$ cat config.mk
export PLATFORM = sky130hd
export DESIGN_NAME = vidc_ctrl
export DESIGN_NICKNAME = d
export VERILOG_FILES = /design/src/vidc_pkg.sv /design/src/vidc_ctrl.sv
export SDC_FILE = /design/constraint.sdc
export NUM_CORES = 1
export LEC_CHECK = 0
export BUFFER_PORTS_ARGS = -buffer_cell sky130_fd_sc_hd__clkbuf_2
export CORE_AREA = 2 2 39 41
export DETAILED_ROUTE_END_ITERATION = 12
export DIE_AREA = 0 0 41 43
export GPL_ROUTABILITY_DRIVEN = 0
export PLACE_DENSITY = 0.49
export SLEW_MARGIN = 25
export SYNTH_ARGS = -nofsm -noshare
export SYNTH_HDL_FRONTEND = slang
export SYNTH_SLANG_ARGS = --single-unit
$ cat constraint.sdc
create_clock -name i_clk -period 1.9 [get_ports i_clk]
set_clock_uncertainty 0.05 [all_clocks]
set_input_delay 0.19 -clock i_clk [delete_from_list [all_inputs] [get_ports i_clk]]
set_output_delay 0.19 -clock i_clk [all_outputs]
set_load 0.03 [all_outputs]
$ cat src/vidc_pkg.sv
package vidc_pkg;

    localparam int CACHE_SLOTS_DEF = 256;
    localparam int FETCH_LIMIT_DEF = 256;
    localparam int DRAW_LIMIT_DEF  = 16384;

    localparam int DRAW_MARGIN  = 6;
    localparam int FETCH_MARGIN = 4;

    // batch generation tag kept with every slot; generation 0 marks a cleared slot
    localparam int EPOCH_W = 8;

    typedef struct packed {
        logic        func;
        logic [31:0] vertex_index;
        logic [15:0] flags;
        logic        prim_end;
    } t_in;

    typedef struct packed {
        logic [15:0] draw_word;
        logic        slot_miss;
        logic [7:0]  fetch_slot;
        logic [31:0] fetch_vertex;
        logic        batch_flushed;
        logic [8:0]  batch_fetch_count;
        logic [14:0] batch_draw_count;
        logic        overflow_error;
    } t_out;

    typedef struct packed {
        logic capture;
        logic mul;
        logic read;
        logic lookup;
        logic clear;
    } t_cmd;

    typedef struct packed {
        logic need_clear;
        logic clear_last;
    } t_sts;

endpackage

$ cat src/vidc_ctrl.sv
module vidc_ctrl
    import vidc_pkg::*;
(
    input  logic i_clk,
    input  logic i_rst_n,
    input  logic i_start,
    input  t_sts i_sts,
    output t_cmd o_cmd,
    output logic o_busy
);

    typedef enum logic [4:0] {
        S_IDLE  = 5'b00001,
        S_MUL   = 5'b00010,
        S_IDX   = 5'b00100,
        S_LOOK  = 5'b01000,
        S_CLEAR = 5'b10000
    } t_state;

    t_state r_state;
    t_state n_state;

    always_ff @(posedge i_clk) begin
        if (!i_rst_n) begin
            r_state <= S_CLEAR;
        end else begin
            r_state <= n_state;
        end
    end

    always_comb begin
        n_state = r_state;
        o_cmd   = '0;
        case (r_state)
            S_IDLE: begin
                o_cmd.capture = i_start;
                if (i_start) begin
                    n_state = S_MUL;
                end
            end
            S_MUL: begin
                o_cmd.mul = 1'b1;
                n_state   = S_IDX;
            end
            S_IDX: begin
                o_cmd.read = 1'b1;
                n_state    = S_LOOK;
            end
            S_LOOK: begin
                o_cmd.lookup = 1'b1;
                n_state      = i_sts.need_clear ? S_CLEAR : S_IDLE;
            end
            S_CLEAR: begin
                o_cmd.clear = 1'b1;
                if (i_sts.clear_last) begin
                    n_state = S_IDLE;
                end
            end
            default: begin
                n_state = S_IDLE;
            end
        endcase
    end

    assign o_busy = (r_state != S_IDLE);

endmodule

==> results.sh, run 1 <==
export IMPL_area_growth_pct=33.91
export IMPL_antenna_cells=0
export IMPL_multi_input_area_um2=182.7
export IMPL_grt_pass1_wl_um=966
export IMPL_slowest_delay_ns=0.44
export IMPL_syn_nets=34
export IMPL_grt_start_max_net_pins=8
export IMPL_async_reset_ff_share_pct=0
export IMPL_path_clk_slew_ns=0.04
export IMPL_arrival_ns=1.58
export IMPL_die_area_um2=1763
export IMPL_final_common_cell="clkbuf_2"
export IMPL_synth_xor_area_share_pct=3.043
export IMPL_numCtsBuffers=3
export IMPL_cts_sinks=5
export IMPL_crit_buf_inv=1
export IMPL_pwr_share_clk_pct=41.6
export IMPL_period_share_pct=95.83
export IMPL_cp_cell_sequence="or3_4 > nor3b_4 > and2_1 > clkbuf_4"
export IMPL_vias_per_cell=4.448
export IMPL_synth_cell_types=21
export IMPL_swShare_pct=26.88
export IMPL_final_cell_mix="clkbuf_2, dfxtp_1, clkbuf_4, and2_1"
export IMPL_critPathMaxFanout=6
export IMPL_largest_register_ffs=5
export IMPL_cp_start_kind="flop"
export IMPL_synthAdderAreaFrac_pct=0
export IMPL_seqCellArea_um2=100.1
export IMPL_yosys_warnings=0
export IMPL_end_kind="output port"
export IMPL_portBuffers=10
export IMPL_clockRootBuffer="clkbuf_4"
export IMPL_setup_viol=0
export IMPL_tritoncts="done"
export IMPL_post_cts_resized=0
export IMPL_cp_data_required_time_ns=1.66
export IMPL_dp_worst_setup_slack_ns=0.2688
export IMPL_netlist_area_um2=287.8
export IMPL_synth_area_mux_share_pct=0
export IMPL_worstMarginPinSlew_ns=0.3113
export IMPL_grt_use_total_pct=8.350
export IMPL_seq_area_frac_synth_pct=34.78
export IMPL_syn_inst=29
export IMPL_drc_errors=0
export IMPL_hold_buffers=0
export IMPL_outcome="finished clean"
export IMPL_irDropWorstVdd_mv=0.2571
export IMPL_n_fill_cell=161
export IMPL_nets=48
export IMPL_grt_ovfl_total=0
export IMPL_synth_compound_area_share_pct=12.17
export IMPL_seqPwrFrac_pct=40.4
export IMPL_finalHoldViolCount=0
export IMPL_core_area_um2=1384
export IMPL_cts_setup_buffers=0
export IMPL_drv_slew=0
export IMPL_die_w_um=41
export IMPL_setup_ws_ns=0.07924
export IMPL_clock_fmax_mhz=549.2
export IMPL_maxSlewHeadroom_pct=79.05
export IMPL_synthSimpleGateAreaFrac_pct=46.09
export IMPL_drt_wl_total_um=598
export IMPL_post_route_min_period_ns=1.821
export IMPL_cts_buffer_depth=2
export IMPL_ys_seq_elements=5
export IMPL_tns_ns=0
export IMPL_vias=258
export IMPL_row_count=14
export IMPL_detail_route_antenna_nets=0
export IMPL_hold_slack_ns=0.1035
export IMPL_path_delay_family="simple AND/OR/NAND/NOR gates"
export IMPL_p_leak_nw=0.1940
export IMPL_drive_above_1_share_pct=42.86
export IMPL_dieHeight_um=43
export IMPL_p_int_uw=214.5
export IMPL_reg_top3="r_state x5"
export IMPL_synth_enable_flop_cells=0
export IMPL_cts_max_level=1
export IMPL_p_comb_share_pct=18.0
export IMPL_largest_register="r_state"
export IMPL_p_switching_uw=78.82
export IMPL_slowest_stage="or3_4"
export IMPL_synth_top_family_by_area="simple AND/OR/NAND/NOR gates"
export IMPL_dp_hpwl_um=436.7
export IMPL_insertion_delay_ns=0.24
export IMPL_regToRegStartpoint="r_state[4]"
export IMPL_wire_per_inst_um=10.31
export IMPL_power_density_nw_per_um2=761.0
export IMPL_min_path_type="in -> reg"
export IMPL_cap_viol_max_count=0
export IMPL_first_global_vias=232
export IMPL_min_from="i_rst_n"
export IMPL_syn_area_per_cell_um2=9.923
export IMPL_ys_flop_type="dfxtp_1"
export IMPL_power_uw=293.3
export IMPL_drt_iter0_markers=1
export IMPL_num_io_pins=11
export IMPL_cp_startpoint="r_state[4]"
export IMPL_antenna_found_initial=0
export IMPL_crit_type="reg -> out"
export IMPL_dr_pass1_iters=2
export IMPL_initial_core_util_pct=20.80
-- kinds of logic after synthesis --
kind of cell    count (synthesis)
simple gates                   16
compound gates                  5
flops                           5
buf+inv                         2
xor+xnor                        1
-- per-stage QoR --
stage          std cells  util [%]  cell area, um2
2_1_floorplan         29         -           287.8
3_3_place_gp          54     25.32           350.3
3_5_place_dp          54     25.32           350.3
4_1_cts               58     27.22           376.6
5_1_grt               58     27.85           385.4
6_report              58     27.85           385.4
-- cells in the mapped netlist (2+ instances only) --
master   count  area share (%)
dfxtp_1      5              35
and2_1       3             6.5
and3_1       2             4.3
and3b_2      2             7.0
-- area by class of cell --
type	instances	share of cell area, %
clock buffer	4	6.818
sequential	5	25.97
multi-input combinational	22	47.40
inverter	1	0.9740
timing repair buffer	10	13.64
tap	16	5.195
-- worst register-to-register path, stage by stage, from the launching register on --
cell and delay [ns]:
dfxtp_1 0.35, or3_4 0.44, nor3b_4 0.21, a211oi_1 0.11, o21a_1 0.18
-- per-layer routing --
metal	wire [um]	GRT usage [%]
met1	284	11.65
met2	255	10.00
met3	43	1.571
met4	15	8.000
met5	0	0
-- power groups by stage --
stage / sequential [mW] / clock (mW) / combinational (mW)
floorplan: 0.118 / 0 / 0.0371
global placement: 0.120 / 0 / 0.0509
detailed placement: 0.120 / 0 / 0.0505
CTS: 0.118 / 0.130 / 0.0509
global route: 0.120 / 0.138 / 0.0581
finish: 0.119 / 0.122 / 0.0528
-- final timing paths --
| kind | end | slack [ns] | depth (start not counted) |
|---|---|---|---|
| max | o_cmd[4] | 0.08 | 4 |
| min | r_state[4] | 0.10 | 2 |
| max reg2reg | r_state[0] | 0.46 | 4 |
| min reg2reg | r_state[2] | 0.51 | 1 |
Note: power is estimated with default switching activity, not from simulation.
==> inputs of run 2 (changes only) <==
- ABC_AREA: not set -> 1
- PLACE_DENSITY: 0.49 -> 0.48
==> run 2 against run 1 <==
  * Core utilization down 1.4 points
  * Synthesized area down 3.5%
  * Clock power up 4%
  * Sequential cell count unchanged
  * Critical path depth up 2
  * First-iteration DRC count rose to 7.0 times the previous value
  * Count of clock-buffer cells in the layout unchanged
  * Global-route usage up 0.39 points
  * Die area unchanged
  * Critical endpoint unchanged
==> results.sh, run 2 <==
export IMPL_fin_area_um2=366.6
export IMPL_drt_iter0_markers=7
export IMPL_irDropWorstVdd_mv=0.1659
export IMPL_clockRootBuffer="clkbuf_4"
export IMPL_p_switching_uw=89.29
export IMPL_cts_setup_buffers=0
export IMPL_ys_flop_type="dfxtp_1"
export IMPL_cts_max_level=1
export IMPL_placed_area_um2=340.3
export IMPL_seq_area_frac_synth_pct=36.04
export IMPL_detail_route_antenna_nets=0
export IMPL_pwr_share_clk_pct=42.6
export IMPL_grt_start_max_net_pins=5
export IMPL_cp_cell_sequence="inv_1 > nand2_1 > nor2_2 > nand2_1 > nor2_1 > clkbuf_2"
export IMPL_setup_viol=0
export IMPL_syn_area_per_cell_um2=5.910
export IMPL_netlist_area_um2=277.8
export IMPL_drc_errors=0
export IMPL_grt_use_met3_pct=4.712
export IMPL_grt_use_total_pct=8.744
export IMPL_core_area_um2=1384
export IMPL_dr_pass1_iters=2
export IMPL_clock_fmax_mhz=656.0
export IMPL_grt_busiest_layer="met2"
export IMPL_portBuffers=10
export IMPL_post_route_min_period_ns=1.524
export IMPL_wire_per_inst_um=7.921
export IMPL_crit_type="reg -> out"
export IMPL_syn_inst=47
export IMPL_grt_use_met1_pct=9.355
export IMPL_largest_register="r_state"
export IMPL_numCtsBuffers=3
export IMPL_yosys_cell_count_top_type="nand2_1"
export IMPL_hold_buffers=0
export IMPL_min_path_type="in -> reg"
export IMPL_drive_above_1_share_pct=23.33
export IMPL_arrival_ns=1.28
export IMPL_power_uw=297.3
export IMPL_die_w_um=41
export IMPL_cp_start_kind="flop"
export IMPL_async_reset_ff_share_pct=0
export IMPL_antenna_cells=0
export IMPL_grt_ovfl_total=0
export IMPL_seqPwrFrac_pct=38.8
export IMPL_swShare_pct=30.04
export IMPL_synth_enable_flop_cells=0
export IMPL_slowest_stage="dfxtp_1"
export IMPL_yosys_warnings=0
export IMPL_insertion_delay_ns=0.25
export IMPL_first_global_vias=255
export IMPL_yosysTopAreaCell="dfxtp_1"
export IMPL_cpMostUsedCell="nand2_1"
export IMPL_vias_per_cell=4.053
export IMPL_worstMarginPinSlew_ns=0.3202
export IMPL_final_common_cell="nand2_1"
export IMPL_end_kind="output port"
export IMPL_synth_cell_types=12
export IMPL_period_share_pct=80.23
export IMPL_finalHoldViolCount=0
export IMPL_cts_sinks=5
export IMPL_reg_top3="r_state x5"
export IMPL_die_area_um2=1763
export IMPL_grt_pass1_wl_um=938
export IMPL_largest_register_ffs=5
export IMPL_ys_seq_elements=5
export IMPL_dieHeight_um=43
export IMPL_cp_data_required_time_ns=1.66
export IMPL_vias=308
export IMPL_post_cts_resized=0
export IMPL_critPathMaxFanout=4
export IMPL_syn_nets=52
export IMPL_synth_top_cells_by_area="dfxtp_1, nand2_1, inv_1"
export IMPL_antenna_found_initial=0
export IMPL_synth_top_area_share_pct=36.04
export IMPL_tritoncts="done"
export IMPL_p_int_uw=208.0
export IMPL_cap_viol_max_count=0
export IMPL_drv_slew=0
export IMPL_outcome="finished clean"
export IMPL_initial_core_util_pct=20.07
export IMPL_slowest_delay_ns=0.30
export IMPL_p_leak_nw=0.2193
export IMPL_row_count=14
export IMPL_dp_hpwl_um=490.8
export IMPL_drt_wl_total_um=602
export IMPL_synthTopCellsByCount="nand2_1, inv_1, nor2_1"
export IMPL_tns_ns=0
export IMPL_area_growth_pct=31.98
export IMPL_path_clk_slew_ns=0.05
export IMPL_rsz0062_at_grt="false"
export IMPL_hold_slack_ns=0.07702
export IMPL_final_cell_mix="nand2_1, inv_1, nor2_1, clkbuf_2, dfxtp_1"
export IMPL_cts_buffer_depth=2
export IMPL_power_density_nw_per_um2=810.8
export IMPL_final_cells=76
export IMPL_maxSlewHeadroom_pct=78.46
export IMPL_p_comb_share_pct=18.6
export IMPL_placed_cells=72
export IMPL_nets=66
export IMPL_num_io_pins=11
export IMPL_grtUsageMet2_pct=10.63
-- run 2: layer usage --
layer | wire (um) | part of all wire, %
met1 | 293 | 49
met2 | 250 | 42
met5 | 0 | 0
met3 | 42 | 7.0
met4 | 15 | 2.5
-- run 2: final cells by class --
class / instances / area [um2]
Fill cell: 164 / 1017
Multi-Input combinational cell: 31 / 132.6
Sequential cell: 5 / 100.1
Timing Repair Buffer: 10 / 50.05
Inverter: 10 / 37.54
Clock buffer: 4 / 26.28
Tap cell: 16 / 20.02
-- run 2: per-stage QoR --
stage | setup slack, ns | utilization, %
after floorplan | 0.1993 | -
after global placement | 0.6689 | 24.59
after detailed placement | 0.6495 | 24.59
after CTS | 0.3585 | 26.49
after global routing | 0.2623 | 26.49
final | 0.3757 | 26.49
-- run 2: path summary, 6_finish.rpt --
path	startpoint	endpoint	slack (ns)	cells past startpoint
worst min register to register	r_state[3]	r_state[3]	0.48	3
worst min-delay path	i_rst_n	r_state[4]	0.08	2
worst max register to register	r_state[3]	r_state[0]	0.77	8
worst max-delay path	r_state[3]	o_cmd[4]	0.38	6
-- run 2: logic make-up after synthesis --
kind of cell           Yosys count  synth area share [%]
AO/OA/AOI/OAI                    3                 5.404
buffers and inverters           11                 16.22
flip-flops                       5                 36.04
AND/OR/NAND/NOR                 28                 42.34
-- run 2: power groups by stage --
stage / sequential, mW / clock [mW] / combinational [mW]
2_1_floorplan: 0.116 / 0 / 0.0400
3_3_place_gp: 0.117 / 0 / 0.0550
5_1_grt: 0.116 / 0.139 / 0.0617
6_report: 0.115 / 0.127 / 0.0553
3_5_place_dp: 0.117 / 0 / 0.0546
4_1_cts: 0.115 / 0.130 / 0.0556
-- run 2: critical path, delay by kind of cell (launching register included) --
family                 cells  cell delay (ns)
buffers and inverters      2             0.29
flip-flops                 1             0.30
AND/OR/NAND/NOR            4             0.45
